===== src/fpba_pkg.sv =====
// Shared types and constants for the fit-policy block allocator.
`default_nettype none

package fpba_pkg;

    // Default sizing of the free-size table
    localparam int MAX_BLOCKS_DEF = 16;
    localparam int SIZE_BITS_DEF  = 16;

    // Fixed port field widths
    localparam int SLOT_W       = 4;
    localparam int SIZE_W       = 16;
    localparam int IN_TDATA_W   = 24;  // slot + size, padded to bytes
    localparam int OUT_TDATA_W  = 24;  // chosen block + remaining size, padded
    localparam int CFG_IDX_W    = 1;
    localparam int CFG_DATA_W   = 5;
    localparam int POLICY_W     = 2;
    localparam int BLK_USE_W    = 5;

    // Configuration register indexes
    localparam logic [CFG_IDX_W-1:0] CFG_FIT_POLICY    = 1'b0;
    localparam logic [CFG_IDX_W-1:0] CFG_BLOCKS_IN_USE = 1'b1;

    // Fit policy codes (code 3 refuses every request)
    localparam logic [POLICY_W-1:0] POL_WORST = 2'd0;
    localparam logic [POLICY_W-1:0] POL_BEST  = 2'd1;
    localparam logic [POLICY_W-1:0] POL_FIRST = 2'd2;

    // Reset values of the configuration registers
    localparam logic [POLICY_W-1:0]  POLICY_RST  = POL_FIRST;
    localparam logic [BLK_USE_W-1:0] BLK_USE_RST = 5'd16;

    // Input item kind carried on tuser
    localparam logic CMD_LOAD = 1'b0;
    localparam logic CMD_REQ  = 1'b1;

    // Controller states
    typedef enum logic [1:0] {
        ST_IDLE,
        ST_SCAN,
        ST_DRAIN,
        ST_FINISH
    } t_state;

    // Controller to datapath commands
    typedef struct packed {
        logic load_wr;    // write a loaded free size into the table
        logic start_req;  // latch request size, restart the scan
        logic scan_rd;    // read the table entry at the scan index
        logic commit;     // write back the granted block, load the result
    } t_ctrl_cmd;

    // Datapath to controller status
    typedef struct packed {
        logic scan_last;   // scan index is the last block in use
        logic limit_zero;  // no block in use
        logic out_busy;    // result register holds an untaken result
    } t_dp_status;

endpackage

`default_nettype wire


===== src/fpba_ram.sv =====
// Generic single-write, single-read RAM with registered read data.
`default_nettype none

module fpba_ram #(
    parameter int WIDTH = 16,
    parameter int DEPTH = 16
) (
    input  wire logic                     i_clk,
    input  wire logic                     i_we,
    input  wire logic [$clog2(DEPTH)-1:0] i_waddr,
    input  wire logic [WIDTH-1:0]         i_wdata,
    input  wire logic [$clog2(DEPTH)-1:0] i_raddr,
    output logic      [WIDTH-1:0]         o_rdata
);

    logic [WIDTH-1:0] r_mem [DEPTH];

    // Write port
    always_ff @(posedge i_clk) begin
        if (i_we) begin
            r_mem[i_waddr] <= i_wdata;
        end
    end

    // Registered read port
    always_ff @(posedge i_clk) begin
        o_rdata <= r_mem[i_raddr];
    end

endmodule

`default_nettype wire


===== src/fpba_ctrl.sv =====
// Controller state machine: sequences loads, request scans and result commit.
`default_nettype none

module fpba_ctrl (
    input  wire logic                  i_clk,
    input  wire logic                  i_rst_n,
    input  wire logic                  i_in_valid,
    input  wire logic                  i_in_cmd,
    input  wire fpba_pkg::t_dp_status  i_status,
    output logic                       o_in_ready,
    output fpba_pkg::t_ctrl_cmd        o_cmd
);

    fpba_pkg::t_state r_state;
    fpba_pkg::t_state n_state;

    // State register
    always_ff @(posedge i_clk) begin
        if (!i_rst_n) begin
            r_state <= fpba_pkg::ST_IDLE;
        end else begin
            r_state <= n_state;
        end
    end

    // Next state
    always_comb begin
        n_state = r_state;
        case (r_state)
            fpba_pkg::ST_IDLE: begin
                if (i_in_valid && i_in_cmd == fpba_pkg::CMD_REQ) begin
                    n_state = i_status.limit_zero ? fpba_pkg::ST_FINISH : fpba_pkg::ST_SCAN;
                end
            end
            fpba_pkg::ST_SCAN: begin
                if (i_status.scan_last) begin
                    n_state = fpba_pkg::ST_DRAIN;
                end
            end
            fpba_pkg::ST_DRAIN: begin
                n_state = fpba_pkg::ST_FINISH;
            end
            fpba_pkg::ST_FINISH: begin
                if (!i_status.out_busy) begin
                    n_state = fpba_pkg::ST_IDLE;
                end
            end
            default: begin
                n_state = fpba_pkg::ST_IDLE;
            end
        endcase
    end

    // Outputs
    always_comb begin
        o_in_ready = 1'b0;
        o_cmd      = '0;
        case (r_state)
            fpba_pkg::ST_IDLE: begin
                o_in_ready      = 1'b1;
                o_cmd.load_wr   = i_in_valid && i_in_cmd == fpba_pkg::CMD_LOAD;
                o_cmd.start_req = i_in_valid && i_in_cmd == fpba_pkg::CMD_REQ;
            end
            fpba_pkg::ST_SCAN: begin
                o_cmd.scan_rd = 1'b1;
            end
            fpba_pkg::ST_DRAIN: begin
                o_cmd = '0;
            end
            fpba_pkg::ST_FINISH: begin
                o_cmd.commit = !i_status.out_busy;
            end
            default: begin
                o_cmd = '0;
            end
        endcase
    end

endmodule

`default_nettype wire


===== src/fpba_dp.sv =====
// Datapath: config registers, free-size table, scan compare and result register.
`default_nettype none

module fpba_dp #(
    parameter int MAX_BLOCKS = fpba_pkg::MAX_BLOCKS_DEF,
    parameter int SIZE_BITS  = fpba_pkg::SIZE_BITS_DEF
) (
    input  wire logic                               i_clk,
    input  wire logic                               i_rst_n,
    input  wire logic                               i_cfg_we,
    input  wire logic [fpba_pkg::CFG_IDX_W-1:0]     i_cfg_addr,
    input  wire logic [fpba_pkg::CFG_DATA_W-1:0]    i_cfg_data,
    input  wire logic [fpba_pkg::IN_TDATA_W-1:0]    i_in_data,
    input  wire fpba_pkg::t_ctrl_cmd                i_cmd,
    input  wire logic                               i_out_ready,
    output fpba_pkg::t_dp_status                    o_status,
    output logic                                    o_out_valid,
    output logic                                    o_out_user,
    output logic [fpba_pkg::OUT_TDATA_W-1:0]        o_out_data
);

    localparam int IDX_W = (MAX_BLOCKS > 1) ? $clog2(MAX_BLOCKS) : 1;
    localparam int CNT_W = $clog2(MAX_BLOCKS + 1);
    localparam int CMP_W = (CNT_W > fpba_pkg::BLK_USE_W) ? CNT_W : fpba_pkg::BLK_USE_W;
    localparam int PAD_W = fpba_pkg::OUT_TDATA_W - fpba_pkg::SLOT_W - fpba_pkg::SIZE_W;

    logic [fpba_pkg::POLICY_W-1:0]  r_fit_policy;
    logic [fpba_pkg::BLK_USE_W-1:0] r_blocks_in_use;

    logic [SIZE_BITS-1:0] r_size;
    logic [IDX_W-1:0]     r_idx;
    logic                 r_cmp_vld;
    logic [IDX_W-1:0]     r_cmp_idx;
    logic                 r_found;
    logic [IDX_W-1:0]     r_pick;
    logic [SIZE_BITS-1:0] r_best;

    logic                 r_out_vld;
    logic                 r_out_user;
    logic [fpba_pkg::OUT_TDATA_W-1:0] r_out_data;

    logic [fpba_pkg::SLOT_W-1:0] in_slot;
    logic [SIZE_BITS-1:0]        in_size;
    logic [CMP_W-1:0]            lim;
    logic                        slot_ok;
    logic [SIZE_BITS-1:0]        rd_data;
    logic [SIZE_BITS-1:0]        remain;
    logic                        qual;
    logic                        take;
    logic                        ram_we;
    logic [IDX_W-1:0]            ram_waddr;
    logic [SIZE_BITS-1:0]        ram_wdata;

    // Input field split and size cut to table width
    assign in_slot = i_in_data[fpba_pkg::SLOT_W-1:0];
    assign in_size = SIZE_BITS'(i_in_data[fpba_pkg::SLOT_W +: fpba_pkg::SIZE_W]);
    assign slot_ok = CMP_W'(in_slot) < CMP_W'(MAX_BLOCKS);

    // Blocks in use saturated to the table depth
    assign lim = (CMP_W'(r_blocks_in_use) > CMP_W'(MAX_BLOCKS)) ? CMP_W'(MAX_BLOCKS)
                                                                : CMP_W'(r_blocks_in_use);

    // Configuration registers
    always_ff @(posedge i_clk) begin
        if (!i_rst_n) begin
            r_fit_policy    <= fpba_pkg::POLICY_RST;
            r_blocks_in_use <= fpba_pkg::BLK_USE_RST;
        end else if (i_cfg_we) begin
            case (i_cfg_addr)
                fpba_pkg::CFG_FIT_POLICY: begin
                    r_fit_policy <= i_cfg_data[fpba_pkg::POLICY_W-1:0];
                end
                fpba_pkg::CFG_BLOCKS_IN_USE: begin
                    r_blocks_in_use <= i_cfg_data[fpba_pkg::BLK_USE_W-1:0];
                end
                default: begin
                    r_fit_policy <= r_fit_policy;
                end
            endcase
        end
    end

    // Table write port: loads, and write-back of the granted block
    assign remain    = r_best - r_size;
    assign ram_we    = (i_cmd.load_wr && slot_ok) || (i_cmd.commit && r_found);
    assign ram_waddr = i_cmd.load_wr ? IDX_W'(in_slot) : r_pick;
    assign ram_wdata = i_cmd.load_wr ? in_size : remain;

    fpba_ram #(
        .WIDTH (SIZE_BITS),
        .DEPTH (MAX_BLOCKS)
    ) u_table (
        .i_clk   (i_clk),
        .i_we    (ram_we),
        .i_waddr (ram_waddr),
        .i_wdata (ram_wdata),
        .i_raddr (r_idx),
        .o_rdata (rd_data)
    );

    // Scan index and read tag
    always_ff @(posedge i_clk) begin
        if (!i_rst_n) begin
            r_cmp_vld <= 1'b0;
        end else begin
            r_cmp_vld <= i_cmd.scan_rd;
        end
    end

    always_ff @(posedge i_clk) begin
        if (i_cmd.start_req) begin
            r_size <= in_size;
            r_idx  <= '0;
        end else if (i_cmd.scan_rd) begin
            r_idx <= r_idx + IDX_W'(1);
        end
        r_cmp_idx <= r_idx;
    end

    // Candidate selection by policy; ties keep the lower index
    assign qual = rd_data >= r_size;
    always_comb begin
        case (r_fit_policy)
            fpba_pkg::POL_WORST: take = qual && (!r_found || rd_data > r_best);
            fpba_pkg::POL_BEST:  take = qual && (!r_found || rd_data < r_best);
            fpba_pkg::POL_FIRST: take = qual && !r_found;
            default:             take = 1'b0;
        endcase
    end

    always_ff @(posedge i_clk) begin
        if (i_cmd.start_req) begin
            r_found <= 1'b0;
        end else if (r_cmp_vld && take) begin
            r_found <= 1'b1;
            r_pick  <= r_cmp_idx;
            r_best  <= rd_data;
        end
    end

    // Result register
    always_ff @(posedge i_clk) begin
        if (!i_rst_n) begin
            r_out_vld <= 1'b0;
        end else if (i_cmd.commit) begin
            r_out_vld <= 1'b1;
        end else if (i_out_ready) begin
            r_out_vld <= 1'b0;
        end
    end

    always_ff @(posedge i_clk) begin
        if (i_cmd.commit) begin
            r_out_user <= r_found;
            if (r_found) begin
                r_out_data <= {PAD_W'(0), fpba_pkg::SIZE_W'(remain),
                               fpba_pkg::SLOT_W'(r_pick)};
            end else begin
                r_out_data <= '0;
            end
        end
    end

    assign o_out_valid = r_out_vld;
    assign o_out_user  = r_out_user;
    assign o_out_data  = r_out_data;

    // Status to the controller
    assign o_status.scan_last  = (CMP_W'(r_idx) + CMP_W'(1)) == lim;
    assign o_status.limit_zero = lim == '0;
    assign o_status.out_busy   = r_out_vld && !i_out_ready;

endmodule

`default_nettype wire


===== src/fit_policy_block_allocator.sv =====
// Top level of the fit-policy block allocator: controller plus datapath.
// Load item: accepted back to back, gives no result.
// Request item: scans the blocks in use (capped at MAX_BLOCKS) in SCAN, then passes
// DRAIN and FINISH, where the result is registered; no new item is taken before that;
// with no block in use the scan and DRAIN are skipped and FINISH follows IDLE.
// One table entry is scanned per cycle; a waiting result only delays the next finish.
// Reset clears control state, the result valid flag and config; table contents are kept.
`default_nettype none

module fit_policy_block_allocator #(
    parameter int MAX_BLOCKS = fpba_pkg::MAX_BLOCKS_DEF,
    parameter int SIZE_BITS  = fpba_pkg::SIZE_BITS_DEF
) (
    input  wire logic                             i_clk,
    input  wire logic                             i_rst_n,
    // configuration write port
    input  wire logic                             i_cfg_we,
    input  wire logic [fpba_pkg::CFG_IDX_W-1:0]   i_cfg_addr,
    input  wire logic [fpba_pkg::CFG_DATA_W-1:0]  i_cfg_data,
    // input stream
    input  wire logic                             i_s_axis_tvalid,
    output logic                                  o_s_axis_tready,
    input  wire logic [fpba_pkg::IN_TDATA_W-1:0]  i_s_axis_tdata,  // block_slot, size_value
    input  wire logic                             i_s_axis_tuser,  // command
    // result stream
    output logic                                  o_m_axis_tvalid,
    input  wire logic                             i_m_axis_tready,
    output logic [fpba_pkg::OUT_TDATA_W-1:0]      o_m_axis_tdata,  // chosen_block, remaining_size
    output logic                                  o_m_axis_tuser   // granted
);

    fpba_pkg::t_ctrl_cmd  cmd;
    fpba_pkg::t_dp_status status;

    fpba_ctrl u_ctrl (
        .i_clk      (i_clk),
        .i_rst_n    (i_rst_n),
        .i_in_valid (i_s_axis_tvalid),
        .i_in_cmd   (i_s_axis_tuser),
        .i_status   (status),
        .o_in_ready (o_s_axis_tready),
        .o_cmd      (cmd)
    );

    fpba_dp #(
        .MAX_BLOCKS (MAX_BLOCKS),
        .SIZE_BITS  (SIZE_BITS)
    ) u_dp (
        .i_clk       (i_clk),
        .i_rst_n     (i_rst_n),
        .i_cfg_we    (i_cfg_we),
        .i_cfg_addr  (i_cfg_addr),
        .i_cfg_data  (i_cfg_data),
        .i_in_data   (i_s_axis_tdata),
        .i_cmd       (cmd),
        .i_out_ready (i_m_axis_tready),
        .o_status    (status),
        .o_out_valid (o_m_axis_tvalid),
        .o_out_user  (o_m_axis_tuser),
        .o_out_data  (o_m_axis_tdata)
    );

endmodule

`default_nettype wire


===== config.mk =====
export PLATFORM = sky130hd
export DESIGN_NAME = fit_policy_block_allocator
export DESIGN_NICKNAME = d
export VERILOG_FILES = /design/src/fpba_pkg.sv /design/src/fpba_ram.sv /design/src/fpba_ctrl.sv /design/src/fpba_dp.sv /design/src/fit_policy_block_allocator.sv
export SDC_FILE = /design/constraint.sdc
export NUM_CORES = 1
export LEC_CHECK = 0
export ABC_AREA = 1
export BUFFER_PORTS_ARGS = -buffer_cell sky130_fd_sc_hd__buf_2
export CAP_MARGIN = 0
export CORE_MARGIN = 8
export CORE_UTILIZATION = 35
export CTS_BUF_LIST = sky130_fd_sc_hd__clkbuf_2 sky130_fd_sc_hd__clkbuf_4 sky130_fd_sc_hd__clkbuf_8
export CTS_CLUSTER_DIAMETER = 80
export DETAILED_ROUTE_END_ITERATION = 10
export HOLD_SLACK_MARGIN = 0.03
export PLACE_DENSITY_LB_ADDON = 0.1
export SLEW_MARGIN = 25
export SYNTH_ARGS = -nofsm -noshare
export SYNTH_HDL_FRONTEND = slang
export SYNTH_HIERARCHICAL = 1
export SYNTH_SLANG_ARGS = --single-unit

===== constraint.sdc =====
create_clock -name i_clk -period 5.7 [get_ports i_clk]
set_input_delay 0.285 -clock i_clk [delete_from_list [all_inputs] [get_ports i_clk]]
set_output_delay 0.285 -clock i_clk [all_outputs]
set_load 0.02 [all_outputs]

==> summary.txt <==
mean post-synth cell area = 9.98 um^2
ys async rst share = 0
CTS Buf Count = 61
register area = 10100 um^2
synth-to-layout area growth = 14.9%
r2r worst-path depth = 10
nets = 1812
fillers = 4445
Most used DFF post-synth = edfxtp_1
register bit total from synthesis = 349
Hold Crit Depth = 6
HP Start = i_s_axis_tvalid
Clock Pin Slew Worst Setup and Hold Paths = 60 ps
I/O pin count = 63
worst flop-to-flop path endpoint = u_dp/u_table/r_mem[14][10]
Final Hold Fails = 0
HPWL after DPL = 25500 um
Initial Util = 0.355
global router's overall resource usage = 0.153
FP Rows = 78
vias in the first global route = 11100
Cells after Synth = 1614
CP arrival = 3280 ps
clk buf depth = 3
Seq/Total Area, Yosys = 0.628
Sequential Power Share = 0.415
crit end category = flip-flop
Detail Route Antenna Nets = 0
Setup Viol. Count Final = 0
crit path max fanout = 16
IO Port Bufs = 54
Simple-Gate Fraction of Synth Area = 0.202
clk_skew = 37.2 ps
hold path endpoint = u_ctrl/r_state[0]
met2 usage = 0.246
most frequent cells in the layout = 457 x nand2_1, 313 x edfxtp_1, 280 x inv_1
total power draw = 8.35 mW
Power Dens Cells = 451 nW/um^2
grt ovf = 0
Worst-Margin Slew = 981 ps
max cap viols = 0
RR Startpoint = u_ctrl/r_state[0]
# clock sinks = 349
synth warn = 6
GR met1 Demand/Resource = 0.203
GPL Wtd Cong = 0.809
fin area = 18500 um^2
commonest non-fill, non-tap cell in the layout = nand2_1
Die Height = 231 um
Lkg Pwr = 8.02 nW
Post-Synth Adder-Cell Area = 0.0424
relative slew slack = 0.345
WS Path Type = reg2reg
post-CTS sizing = 0
Max IR drop VDD = 186 uV
GR peak layer = met2
status = completed
min Tclk post-route = 3020 ps
first-pass GRT wire length = 63500 um
Distinct cells, synth = 39
Sw Share = 0.377
Core Util, Final = 0.408
Clock power frac = 0.261
post-synthesis compound-gate area fraction = 0.0292
Final TNS setup = 0 ps
postcts setup bufs = 0
Via density = 4.64
Syn Std Cell Area = 16100 um^2
switching pwr = 3.15 mW
core area = 45400 um^2
startpoint types = flip-flop
drt drc = 0
CTS H-Tree Depth = 2
initial antenna violation count = 0
ANT cells = 0
Avg WL per Cell = 17.2 um
Min-Delay Path Class = in2reg
reg-to-reg setup timing slack = 2680 ps
drt pass-1 iters = 5
CTS hold repair buffers = 33
met3 usage = 0.0305
Max Freq = 0.331 GHz
ratio of cells with drive above 1 in the final layout = 0.129
total die area = 53200 um^2
Final period util = 0.530
Comb pwr share = 0.324
xor/xnor cell area share of the yosys netlist = 0.00862
Max Slew Vio Count = 0
drt initial violations = 729
Worst EP required = 5950 ps
DRT Wirelength = 40800 um
worst skew pair latency = 670 ps
largest family of logic cells by synthesized area = simple AND/OR/NAND/NOR gates
Power Internal = 5.20 mW
Multi-input gate area = 4660 um^2
DP Area = 17000 um^2
number of flops mapped to enable cells by yosys = 313
post-synthesis mux area share = 0
DR vias = 11000
CTS tree = yes
Die W = 231 um
RSZ-0062 raised after global routing = false
root cell of the clock tree = clkbuf_8
largest net degree at the start of global routing = 78
-- cell type report --
class,count,share of cell area
flip-flops and latches,349,0.547
clock buffers,86,0.0558
clock inverters,21,0.00649
multi-input cells,921,0.252
inverters,284,0.0585
well taps,600,0.0406
repair buffers,105,0.0398
-- synthesized netlist by cell type (2+ instances only) --
cell type / n / share of area
a21oi_2: 4 / 0.0022
inv_2: 3 / 0.00070
nand3_1: 214 / 0.066
nand3_2: 5 / 0.0031
xor2_1: 6 / 0.0033
o211ai_1: 3 / 0.0014
ha_1: 53 / 0.041
xnor2_1: 8 / 0.0043
nor4_1: 2 / 0.00078
o21bai_1: 4 / 0.0019
nand2_2: 10 / 0.0039
nand2_1: 457 / 0.11
nand3b_1: 2 / 0.00093
o21ai_1: 9 / 0.0028
buf_6: 3 / 0.0021
nor3_1: 3 / 0.00093
edfxtp_1: 313 / 0.58
inv_1: 280 / 0.065
nand4_1: 6 / 0.0023
o21ai_0: 20 / 0.0062
o21ai_2: 4 / 0.0022
buf_2: 19 / 0.0059
dfxtp_1: 36 / 0.045
nor2_1: 66 / 0.015
a21oi_1: 30 / 0.0093
a21o_1: 2 / 0.00093
buf_4: 22 / 0.010
o21a_1: 2 / 0.00093
clkbuf_1: 18 / 0.0042
-- sequential cells by signal (all words and copies together) (netlist names), 2 cells and up --
name / cells
u_dp/o_out_data: 20
u_dp/u_table/r_mem: 256
u_dp/r_fit_policy: 2
u_dp/r_best: 16
u_dp/r_size: 16
u_dp/r_blocks_in_use: 5
u_dp/r_cmp_idx: 4
u_ctrl/r_state: 2
u_dp/r_pick: 4
u_dp/r_idx: 4
u_dp/u_table/o_rdata: 16
-- kinds of logic (layout without fill, tap and decap cells) --
family                     after synthesis  in the layout
AOI/OAI and AO/OA                       80             80
and+or+nand+nor                        768            768
xor gates and xnor gates                15             15
other                                    1              4
DFF                                    349            349
buffers and inverters                  347            496
adders and majority gates               54             54
-- critical path, cell delays in order, from the launching register on --
cell and delay (ps):
dfxtp_1 330, bufinv_8 190, ha_1 220, nand2_1 80, nor2_2 240, inv_1 230
nand2_1 110, nand2_1 90, inv_1 80, nand2_1 220, nor2_2 820
-- layer usage --
layer  vias to the layer above  part of all wire
li1                       5455                 -
met1                      5205              0.46
met2                       234              0.46
met3                        80             0.052
met4                         0             0.027
met5                         -                 0
-- power by group through the flow --
stage | Combinational [mW] | Sequential, mW | Clock (mW)
final | 2.71 | 3.46 | 2.18
after detailed placement | 2.72 | 3.52 | 0
after CTS | 2.75 | 3.47 | 2.28
after global placement | 2.69 | 3.51 | 0
after floorplan | 1.89 | 3.40 | 0
after global routing | 3.06 | 3.50 | 2.38
-- worst max path at each step --
stage	start	end	slack, ps	cells past startpoint
2_1_floorplan	u_ctrl/r_state[0]	u_dp/u_table/r_mem[10][0]	2680	7
3_5_place_dp	u_ctrl/r_state[0]	u_dp/u_table/r_mem[8][9]	2630	10
4_1_cts	u_ctrl/r_state[0]	u_dp/u_table/r_mem[14][11]	2600	10
3_3_place_gp	u_ctrl/r_state[0]	u_dp/u_table/r_mem[7][11]	2280	7
5_1_grt	u_ctrl/r_state[0]	u_dp/u_table/r_mem[12][9]	2440	10
6_report	u_ctrl/r_state[0]	u_dp/u_table/r_mem[14][10]	2680	10
-- per-stage QoR --
step	hold WS (ps)	setup slack [ps]	std cells
2_1_floorplan	383	2680	1617
3_3_place_gp	337	2280	2226
3_5_place_dp	336	2630	2226
4_1_cts	33.7	2600	2366
5_1_grt	116	2440	2366
6_report	112	2680	2366
(Power assumes the default switching activity.)
